[config.mk]
export PLATFORM = sky130hd
export DESIGN_NAME = bcv_datapath
export DESIGN_NICKNAME = d
export VERILOG_FILES = /design/src/sv/bcv_pkg.sv /design/src/sv/bcv_datapath.sv
export SDC_FILE = /design/constraint.sdc
export NUM_CORES = 2
export LEC_CHECK = 0
export ABC_CLOCK_PERIOD_IN_PS = 11100
export BUFFER_PORTS_ARGS = -buffer_cell sky130_fd_sc_hd__buf_2
export CAP_MARGIN = 25
export CORE_MARGIN = 2
export CORE_UTILIZATION = 45
export DETAILED_ROUTE_END_ITERATION = 10
export HOLD_SLACK_MARGIN = 0.08
export SLEW_MARGIN = 30
export SYNTH_ARGS = -nofsm -noshare
export SYNTH_HDL_FRONTEND = slang
export SYNTH_SLANG_ARGS = --single-unit
[constraint.sdc]
create_clock -name clk -period 11.1 [get_ports clk]
set_input_delay 1.11 -clock clk [delete_from_list [all_inputs] [get_ports clk]]
set_output_delay 1.11 -clock clk [all_outputs]
set_load 0.005 [all_outputs]
[src/sv/bcv_pkg.sv]
// Shared types, constants and helpers for the battery charge and voltage model.
// No dependencies; used by every other file of the block.
package bcv_pkg;

    localparam int DATA_W      = 32;
    localparam int CUR_W       = 20;
    localparam int SERIES_W    = 8;
    localparam int CFG_IDX_W   = 3;
    localparam int NUM_COEF    = 4;
    localparam int COEF_IDX_W  = 2;
    localparam int MUL_W       = DATA_W + 1;
    localparam int PROD_W      = 2 * MUL_W;
    localparam int WIDE_W      = PROD_W + 6;
    localparam int DEPTH_FRAC  = 24;
    localparam int CAP_FRAC    = 28;
    localparam int HORNER_FRAC = 24;
    localparam int POLY_ORDER_DEF = 3;

    typedef enum logic [CFG_IDX_W-1:0] {
        REG_COEF0      = 3'd0,
        REG_COEF1      = 3'd1,
        REG_COEF2      = 3'd2,
        REG_COEF3      = 3'd3,
        REG_SERIES     = 3'd4,
        REG_GAIN       = 3'd5,
        REG_CAP_PP     = 3'd6,
        REG_INIT_DEPTH = 3'd7
    } cfg_idx_t;

    typedef enum logic [1:0] {
        MUL_CHARGE = 2'd0,
        MUL_CAP    = 2'd1,
        MUL_HORNER = 2'd2,
        MUL_PACK   = 2'd3
    } mul_sel_t;

    typedef struct packed {
        logic [NUM_COEF-1:0][DATA_W-1:0] coef;
        logic [SERIES_W-1:0]             series;
        logic [DATA_W-1:0]               gain;
        logic [DATA_W-1:0]               cap_pp;
        logic                            depth_load;
        logic [DATA_W-1:0]               depth_init;
    } cfg_t;

    typedef struct packed {
        logic                  load_in;
        logic                  mul_en;
        mul_sel_t              mul_sel;
        logic                  depth_upd;
        logic                  cap_upd;
        logic                  acc_init;
        logic                  acc_upd;
        logic                  out_ld;
        logic [COEF_IDX_W-1:0] coef_sel;
    } ctrl_cmd_t;

    typedef struct packed {
        logic out_free;
    } ctrl_stat_t;

    function automatic logic signed [WIDE_W-1:0] sx_data(input logic [DATA_W-1:0] x);
        return $signed({{(WIDE_W-DATA_W){x[DATA_W-1]}}, x});
    endfunction

    function automatic logic signed [WIDE_W-1:0] sx_prod(input logic [PROD_W-1:0] x);
        return $signed({{(WIDE_W-PROD_W){x[PROD_W-1]}}, x});
    endfunction

    // clamp to the signed 32 bit range
    function automatic logic signed [DATA_W-1:0] sat32(input logic signed [WIDE_W-1:0] x);
        logic signed [WIDE_W-1:0] hi;
        logic signed [WIDE_W-1:0] lo;
        hi = $signed({{(WIDE_W-DATA_W+1){1'b0}}, {(DATA_W-1){1'b1}}});
        lo = $signed({{(WIDE_W-DATA_W+1){1'b1}}, {(DATA_W-1){1'b0}}});
        if (x > hi)
            return hi[DATA_W-1:0];
        else if (x < lo)
            return lo[DATA_W-1:0];
        else
            return x[DATA_W-1:0];
    endfunction

endpackage

[src/sv/bcv_datapath.sv]
// Datapath: shared 33x33 multiplier, depth state, capacity, Horner accumulator
// and the output register. Depends on bcv_pkg; driven by bcv_ctrl commands.
module bcv_datapath
    import bcv_pkg::*;
(
    input  logic                 clk,
    input  logic                 rst_n,
    input  cfg_t                 cfg,
    input  ctrl_cmd_t            cmd,
    output ctrl_stat_t           stat,
    input  logic [CUR_W-1:0]     charge_current,
    input  logic                 out_ready,
    output logic                 out_valid,
    output logic [DATA_W-1:0]    pack_voltage,
    output logic [DATA_W-1:0]    depth_of_discharge
);

    localparam logic signed [WIDE_W-1:0] RND_DEPTH  = WIDE_W'(1) <<< (DEPTH_FRAC - 1);
    localparam logic signed [WIDE_W-1:0] RND_CAP    = WIDE_W'(1) <<< (CAP_FRAC - 1);
    localparam logic signed [WIDE_W-1:0] RND_HORNER = WIDE_W'(1) <<< (HORNER_FRAC - 1);

    logic [CUR_W-1:0]         cur_reg;
    logic [DATA_W-1:0]        depth_reg;
    logic [DATA_W-1:0]        depth_next;
    logic [DATA_W-1:0]        cap_reg;
    logic [DATA_W-1:0]        acc_reg;
    logic [DATA_W-1:0]        acc_next;
    logic [PROD_W-1:0]        prod_reg;
    logic signed [MUL_W-1:0]  mul_a;
    logic signed [MUL_W-1:0]  mul_b;
    logic signed [PROD_W-1:0] mul_p;
    logic signed [WIDE_W-1:0] prod_wide;
    logic signed [WIDE_W-1:0] dep_sum;
    logic signed [WIDE_W-1:0] cap_sum;
    logic signed [WIDE_W-1:0] hor_sum;
    logic [DATA_W-1:0]        coef_sel;
    logic                     out_valid_reg;
    logic [DATA_W-1:0]        volt_reg;
    logic [DATA_W-1:0]        dod_reg;

    // multiplier operand selection
    always_comb
    begin
        unique case (cmd.mul_sel)
            MUL_CHARGE:
            begin
                mul_a = $signed({{(MUL_W-CUR_W){cur_reg[CUR_W-1]}}, cur_reg});
                mul_b = $signed({1'b0, cfg.gain});
            end
            MUL_CAP:
            begin
                mul_a = $signed({depth_reg[DATA_W-1], depth_reg});
                mul_b = $signed({1'b0, cfg.cap_pp});
            end
            MUL_HORNER:
            begin
                mul_a = $signed({acc_reg[DATA_W-1], acc_reg});
                mul_b = $signed({cap_reg[DATA_W-1], cap_reg});
            end
            MUL_PACK:
            begin
                mul_a = $signed({acc_reg[DATA_W-1], acc_reg});
                mul_b = $signed({{(MUL_W-SERIES_W){1'b0}}, cfg.series});
            end
            default:
            begin
                mul_a = '0;
                mul_b = '0;
            end
        endcase
    end

    // full-width signed product
    assign mul_p     = mul_a * mul_b;
    assign coef_sel  = cfg.coef[cmd.coef_sel];
    assign prod_wide = sx_prod(prod_reg);

    // round to nearest, ties upward: add half then arithmetic shift
    assign dep_sum = ((sx_data(depth_reg) <<< DEPTH_FRAC) - prod_wide + RND_DEPTH)
                     >>> DEPTH_FRAC;
    assign cap_sum = (prod_wide + RND_CAP) >>> CAP_FRAC;
    assign hor_sum = ((prod_wide + RND_HORNER) >>> HORNER_FRAC) + sx_data(coef_sel);

    always_comb
    begin
        depth_next = depth_reg;
        if (cfg.depth_load)
            depth_next = cfg.depth_init;
        else if (cmd.depth_upd)
            depth_next = sat32(dep_sum);
    end

    always_comb
    begin
        acc_next = acc_reg;
        if (cmd.acc_init)
            acc_next = coef_sel;
        else if (cmd.acc_upd)
            acc_next = sat32(hor_sum);
    end

    always_ff @(posedge clk or negedge rst_n)
    begin
        if (!rst_n)
        begin
            depth_reg     <= '0;
            out_valid_reg <= 1'b0;
        end
        else
        begin
            depth_reg <= depth_next;
            if (cmd.out_ld)
                out_valid_reg <= 1'b1;
            else if (out_ready)
                out_valid_reg <= 1'b0;
        end
    end

    always_ff @(posedge clk)
    begin
        if (cmd.load_in)
            cur_reg <= charge_current;
        if (cmd.mul_en)
            prod_reg <= mul_p;
        if (cmd.cap_upd)
            cap_reg <= sat32(cap_sum);
        acc_reg <= acc_next;
        if (cmd.out_ld)
        begin
            volt_reg <= sat32(prod_wide);
            dod_reg  <= depth_reg;
        end
    end

    assign stat.out_free      = !out_valid_reg || out_ready;
    assign out_valid          = out_valid_reg;
    assign pack_voltage       = volt_reg;
    assign depth_of_discharge = dod_reg;

endmodule

# ---- After elaboration in Yosys (flattened, before gate mapping)
# Cells that the tools add are included.
dict set report word_totals {
  regBits 247
  inputBits 267
  out_inout_bits 66
}
dict set report classes {
  n_addsub 5
  multipliers 1
  magnitude_cmp 9
  eq_ne 3
  n_mux 16
  reduce_logical 7
}
# op n
set op_table {}
lappend op_table {{two-way mux 32 bit} 11}
lappend op_table {{case mux 33 bit (4 select lines)} 1}
lappend op_table {{case mux 33 bit (3 select lines)} 1}
lappend op_table {{> comparator 44 x 32 -> 1 bit, second input constant} 2}
lappend op_table {{less-than comparator 44 x 32 -> 1 bit, second input constant} 2}
lappend op_table {{adder 67 x 25 -> 68 bit, second input constant} 1}
lappend op_table {{adder 66 x 25 -> 67 bit, second input constant} 1}
lappend op_table {{adder 66 x 29 -> 67 bit, second input constant} 1}
lappend op_table {{subtractor 56 x 66 -> 67 bit} 1}
lappend op_table {{> comparator 66 x 32 -> 1 bit, second input constant} 1}
lappend op_table {{less-than comparator 66 x 32 -> 1 bit, second input constant} 1}
lappend op_table {{multiplier 33 x 33 -> 66 bit} 1}
lappend op_table {{binary-select mux 32 bit (select 2 bit)} 1}
lappend op_table {{adder 43 x 32 -> 44 bit} 1}
lappend op_table {{> comparator 39 x 32 -> 1 bit, second input constant} 1}
lappend op_table {{less-than comparator 39 x 32 -> 1 bit, second input constant} 1}
lappend op_table {{nonzero test 2 bit} 3}
lappend op_table {{equality test 2 bit, second input constant} 2}
lappend op_table {{less-than comparator 2 x 3 -> 1 bit, second input constant} 1}
lappend op_table {{equality test 2 x 1 -> 1 bit, second input constant} 1}
lappend op_table {{zero test 2 bit} 1}
lappend op_table {{two-way mux 1 bit} 2}
lappend op_table {{OR reduction 2 bit} 1}
lappend op_table {{zero test 1 bit} 1}
lappend op_table {{logical OR 1 bit} 1}

# ---- Depth between registers and ports, before layout
dict set report depth {
  word_depth 8
  depth_mapped 36
  depth_no_buf 32
}

# ---- Worst setup path before layout
# OpenSTA, ideal clock, no wires.
dict set report synth_path {
  kind {input-to-reg}
  start {in cmd[7] (netlist bit)}
  end {reg prod_reg[61] (data pin)}
  setup_ns 0.259
  arrival_time_ns 10.084
  t_required_ns 10.841
  setup_slack_ns 0.757
  cell_stages 33
  path_buffers 4
  cell_sequence {clkbuf_1 -> buf_1 -> buf_1 -> mux2i_1 -> o21ai_1 -> clkbuf_1 -> nand2_1 -> fa_1 -> inv_1 -> fa_1 -> fa_1 -> inv_1 -> fa_1 -> fa_1 -> inv_1 -> fa_1 -> fa_1 -> inv_1 -> fa_1 -> inv_1 -> ha_1 -> a21o_1 -> a21o_1 -> a21o_1 -> a2111oi_0 -> o31ai_1 -> a22oi_1 -> a31oi_1 -> a21oi_1 -> o31ai_1 -> a21oi_1 -> o21ai_0 -> xnor2_1}
}
dict set report synth_via {
  elab_chain_len 4
}
# item line
set synth_lines {}
lappend synth_lines {{from (decl)} bcv_datapath.sv:9} ;# input ctrl_cmd_t cmd,
lappend synth_lines {{equality test 2 bit} bcv_datapath.sv:44} ;# unique case (cmd.mul_sel)
lappend synth_lines {{OR reduction 2 bit (no source line)} -}
lappend synth_lines {{case mux 33 bit (3 select lines)} bcv_datapath.sv:44}
lappend synth_lines {{multiplier 33 x 33 -> 66 bit *} bcv_datapath.sv:74} ;# assign mul_p = mul_a * mul_b;
lappend synth_lines {{net mul_p[61]} bcv_datapath.sv:31} ;# logic signed [PROD_W-1:0] mul_p;
lappend synth_lines {{to (signal assigned)} bcv_datapath.sv:124} ;# prod_reg <= mul_p;
lappend synth_lines {{to (decl)} bcv_datapath.sv:28} ;# logic [PROD_W-1:0] prod_reg;
# Mark *: on every way through the listed nets, which the timed path passes. The rest lies on a longest branch.
# A chain may end at the register's enable or synchronous reset.

# ---- Final worst setup path
# Ends and elaborated chain as after synthesis.

==> run summary <==
WL met2 = 88.99 mm
Top routing layer in use = met5
Gr ovfl total = 0
Critical path's largest stage delay = 0.76 ns
CTS tree = yes
Crit path buf inv count = 8
Register area share after synthesis = 13.12%
Final setup violation count = 0
HP Class = flop to flop
Post-Syn Instances = 6,064
Cell count of the worst reg-to-reg path = 32
Synthesis Warnings = 0
Clk buf depth = 3
Final hold vios = 0
Hold path start = out_valid
Worst skew pair latency = 0.59 ns
Max reg flops = 66
Crit-path slowest cell = o31ai_1
Main synth FF type = edfxtp_1
GRT Util Overall = 31.72%
Initial antenna violation count = 10
Post-synth EDFFs = 214
Port-buffer cells = 332
Die extent in y = 354.4 µm
Iter 0 DRT Violations = 4,147
Hold Path Depth = 2
Critical path data arrival time = 11.21 ns
Worst-path maximum fanout = 27
Crit. End Element = flop
Placed Cells = 7,939
Hold path endpoint = out_valid
Die area = 0.1256 mm²
DR DRC count = 0
Post-DP HPWL = 163.9 mm
WS Path Type = input pin to flop
Slew Limit Fails = 0
Cell taking the most area after synthesis = fa_1
Starting Density = 45.35%
Setup ws final = 0.2235 ns
Pre-antenna DRT Iters = 6
Cell Count, Final, Fillers Out = 7,991
Post-CTS Hold Buffers = 0
CTS root buf = clkbuf_16
WL/cell = 24.40 µm
Tcrit/Tclk final = 97.99%
Rel. slew slack = 28.69%
Fin crit period = 10.88 ns
Cell mode on critical path = fa_1
First-pass GRT wire length = 296.2 mm
Layout Nets = 8,037
CP Launch Type = input pin
Yosys cell types = 99
Required time of the critical path = 11.44 ns
Core ar. = 0.1219 mm²
Mapped Area = 0.05527 mm²
Setup TNS Final = 0 ns
Final wirelength = 195.0 mm
Multi-input logic area = 0.04237 mm²
Num CTS Buffers = 27
Max_cap viols = 0
Vias in the first global route = 45,560
Worst r2r src = cur_reg[19]
Vias per cell = 5.562
Fraction of layout cells with a size suffix above 1 = 11.22%
Die width = 354.4 µm
Clock transition at path regs = 0.06 ns
Ys async rst share = 13.36%
Crit path max-delay family = adder cells
RSZ-0062 raised after global routing = false
Met3 wire len = 18.89 mm
Vias = 44,450
Largest net degree at the start of global routing = 85
Dominant cells by area after synthesis = fa_1, edfxtp_1, inv_1, ha_1, nor2_1
CTS Sinks = 247
FILL cells = 11,650
Seq cells post-synth = 247
Ports = 333
F_max = 91.94 MHz
Post-Route Skew = 0.02910 ns
Detail Route Antenna Nets = 0
Syn nets = 7,758
Worst-Margin Slew = 1.058 ns
R2R Path End = prod_reg[61]
M1 wire length = 78.23 mm
GPL Wtd Cong = 0.9898
Mapped Avg Cell Area = 9.114 µm²
Layout area overhead = 9.769%
Yosys top cell area share = 40.68%
H-tree Lvls = 1
Register area = 0.007252 mm²
Worst slack, placed = -0.5148 ns
# rows = 128
FF-to-FF setup slack = 0.93 ns
Status = finished, final reports clean
[cells in the mapped netlist, types with 31 or more instances]
library cell  instances
edfxtp_1            214
nor2b_1              32
o21ai_1              52
nand2b_1             39
o21a_1               66
a21oi_1             174
inv_1              1246
nor2_1              754
fa_1               1123
a21o_1               94
nand2_1             690
mux2i_1              55
o21ai_0             106
a31oi_1              44
xnor2_1             166
dfrtp_1              33
o31ai_1              41
nor3_1               31
and2_1               55
nand4_1              41
mux4_2               35
nand3_1              56
clkbuf_1            253
xor2_1               52
ha_1                304
[area by class of cell]
class | instances | area share, %
multi-input cells | 4277 | 69.84
inverters | 1249 | 7.728
well taps | 1625 | 3.352
repair buffers | 541 | 5.680
diodes | 3 | 0.01237
flip-flops and latches | 247 | 11.95
clock buffers | 39 | 1.326
clock inverters | 10 | 0.1031
[how the worst max path moves through the flow]
stage | startpoint | end | slack (ns) | cells after the start
CTS | cmd[7] | prod_reg[63] | 0.07 | 29
global placement | cmd[7] | prod_reg[63] | -0.43 | 32
global route | cmd[7] | prod_reg[61] | 0.06 | 34
detailed placement | cmd[7] | prod_reg[63] | -0.51 | 28
floorplan | cmd[7] | prod_reg[61] | 0.76 | 33
finish | cmd[7] | prod_reg[61] | 0.22 | 29
[metrics by stage]
step                utilization [%]  cell area, µm²  hold slack (ns)
CTS                           49.74           60620           0.5085
finish                        49.78           60660           0.5081
global placement              48.99           59700           0.4858
detailed placement            49.03           59750           0.4911
global route                  49.77           60660           0.5686
floorplan                         -           55270           0.4749
[layout by cell type, fill, tap and decap left out, types with 30 or more instances in the layout]
master	instances
nand4_1	41
a21o_1	94
edfxtp_1	214
dfrtp_1	33
xor2_1	52
buf_2	329
o31ai_1	40
mux4_2	35
a21oi_1	166
buf_4	195
and2_1	55
clkbuf_16	30
nand2_1	690
fa_1	1122
mux2i_1	51
a31oi_1	44
ha_1	304
nor2b_1	31
nand3_1	56
xnor2_1	166
o21a_1	62
nand2b_1	39
o21ai_0	101
nor2_1	753
nor3_1	30
o21ai_1	42
inv_1	1246
[timing repair]
item / CTS / global route
endpoints found under the setup margin: 0 / 5
buffers inserted: 0 / 0
gates resized for setup: 0 / 10
[kinds of logic (layout without fill, tap and decap cells)]
logic type               after synthesis  count (layout)  share of synthesized area [%]
XOR/XNOR                             218             218                          3.455
other                                  0               3                              0
adder cells (fa/ha/maj)             1427            1427                          47.56
multiplexers                          97              97                          2.565
AND/OR/NAND/NOR                     1791            1791                          13.73
AO/OA/AOI/OAI                        744             744                          9.018
flip-flops                           247             247                          13.12
buffers and inverters               1540            1839                          10.55
[metal layers]
metal  global-route usage (%)  vias up
li1                         -    19330
met1                    43.55    22560
met2                    49.71     2139
met3                    6.781      408
met4                    11.37       12
met5                        0        -
[worst reg2reg max path, delay by kind of cell, from the launching register on]
| family | cells | cell delay, ns |
|---|---|---|
| buf+inv | 7 | 0.78 |
| flops | 1 | 0.45 |
| fa+ha+maj | 9 | 4.46 |
| simple gates | 2 | 0.33 |
| xor+xnor | 1 | 0.09 |
| compound gates | 13 | 3.83 |
Power is left out: the tool's default activity adds up to more than one toggle a clock period on the data nets, which glitch-free logic cannot reach.
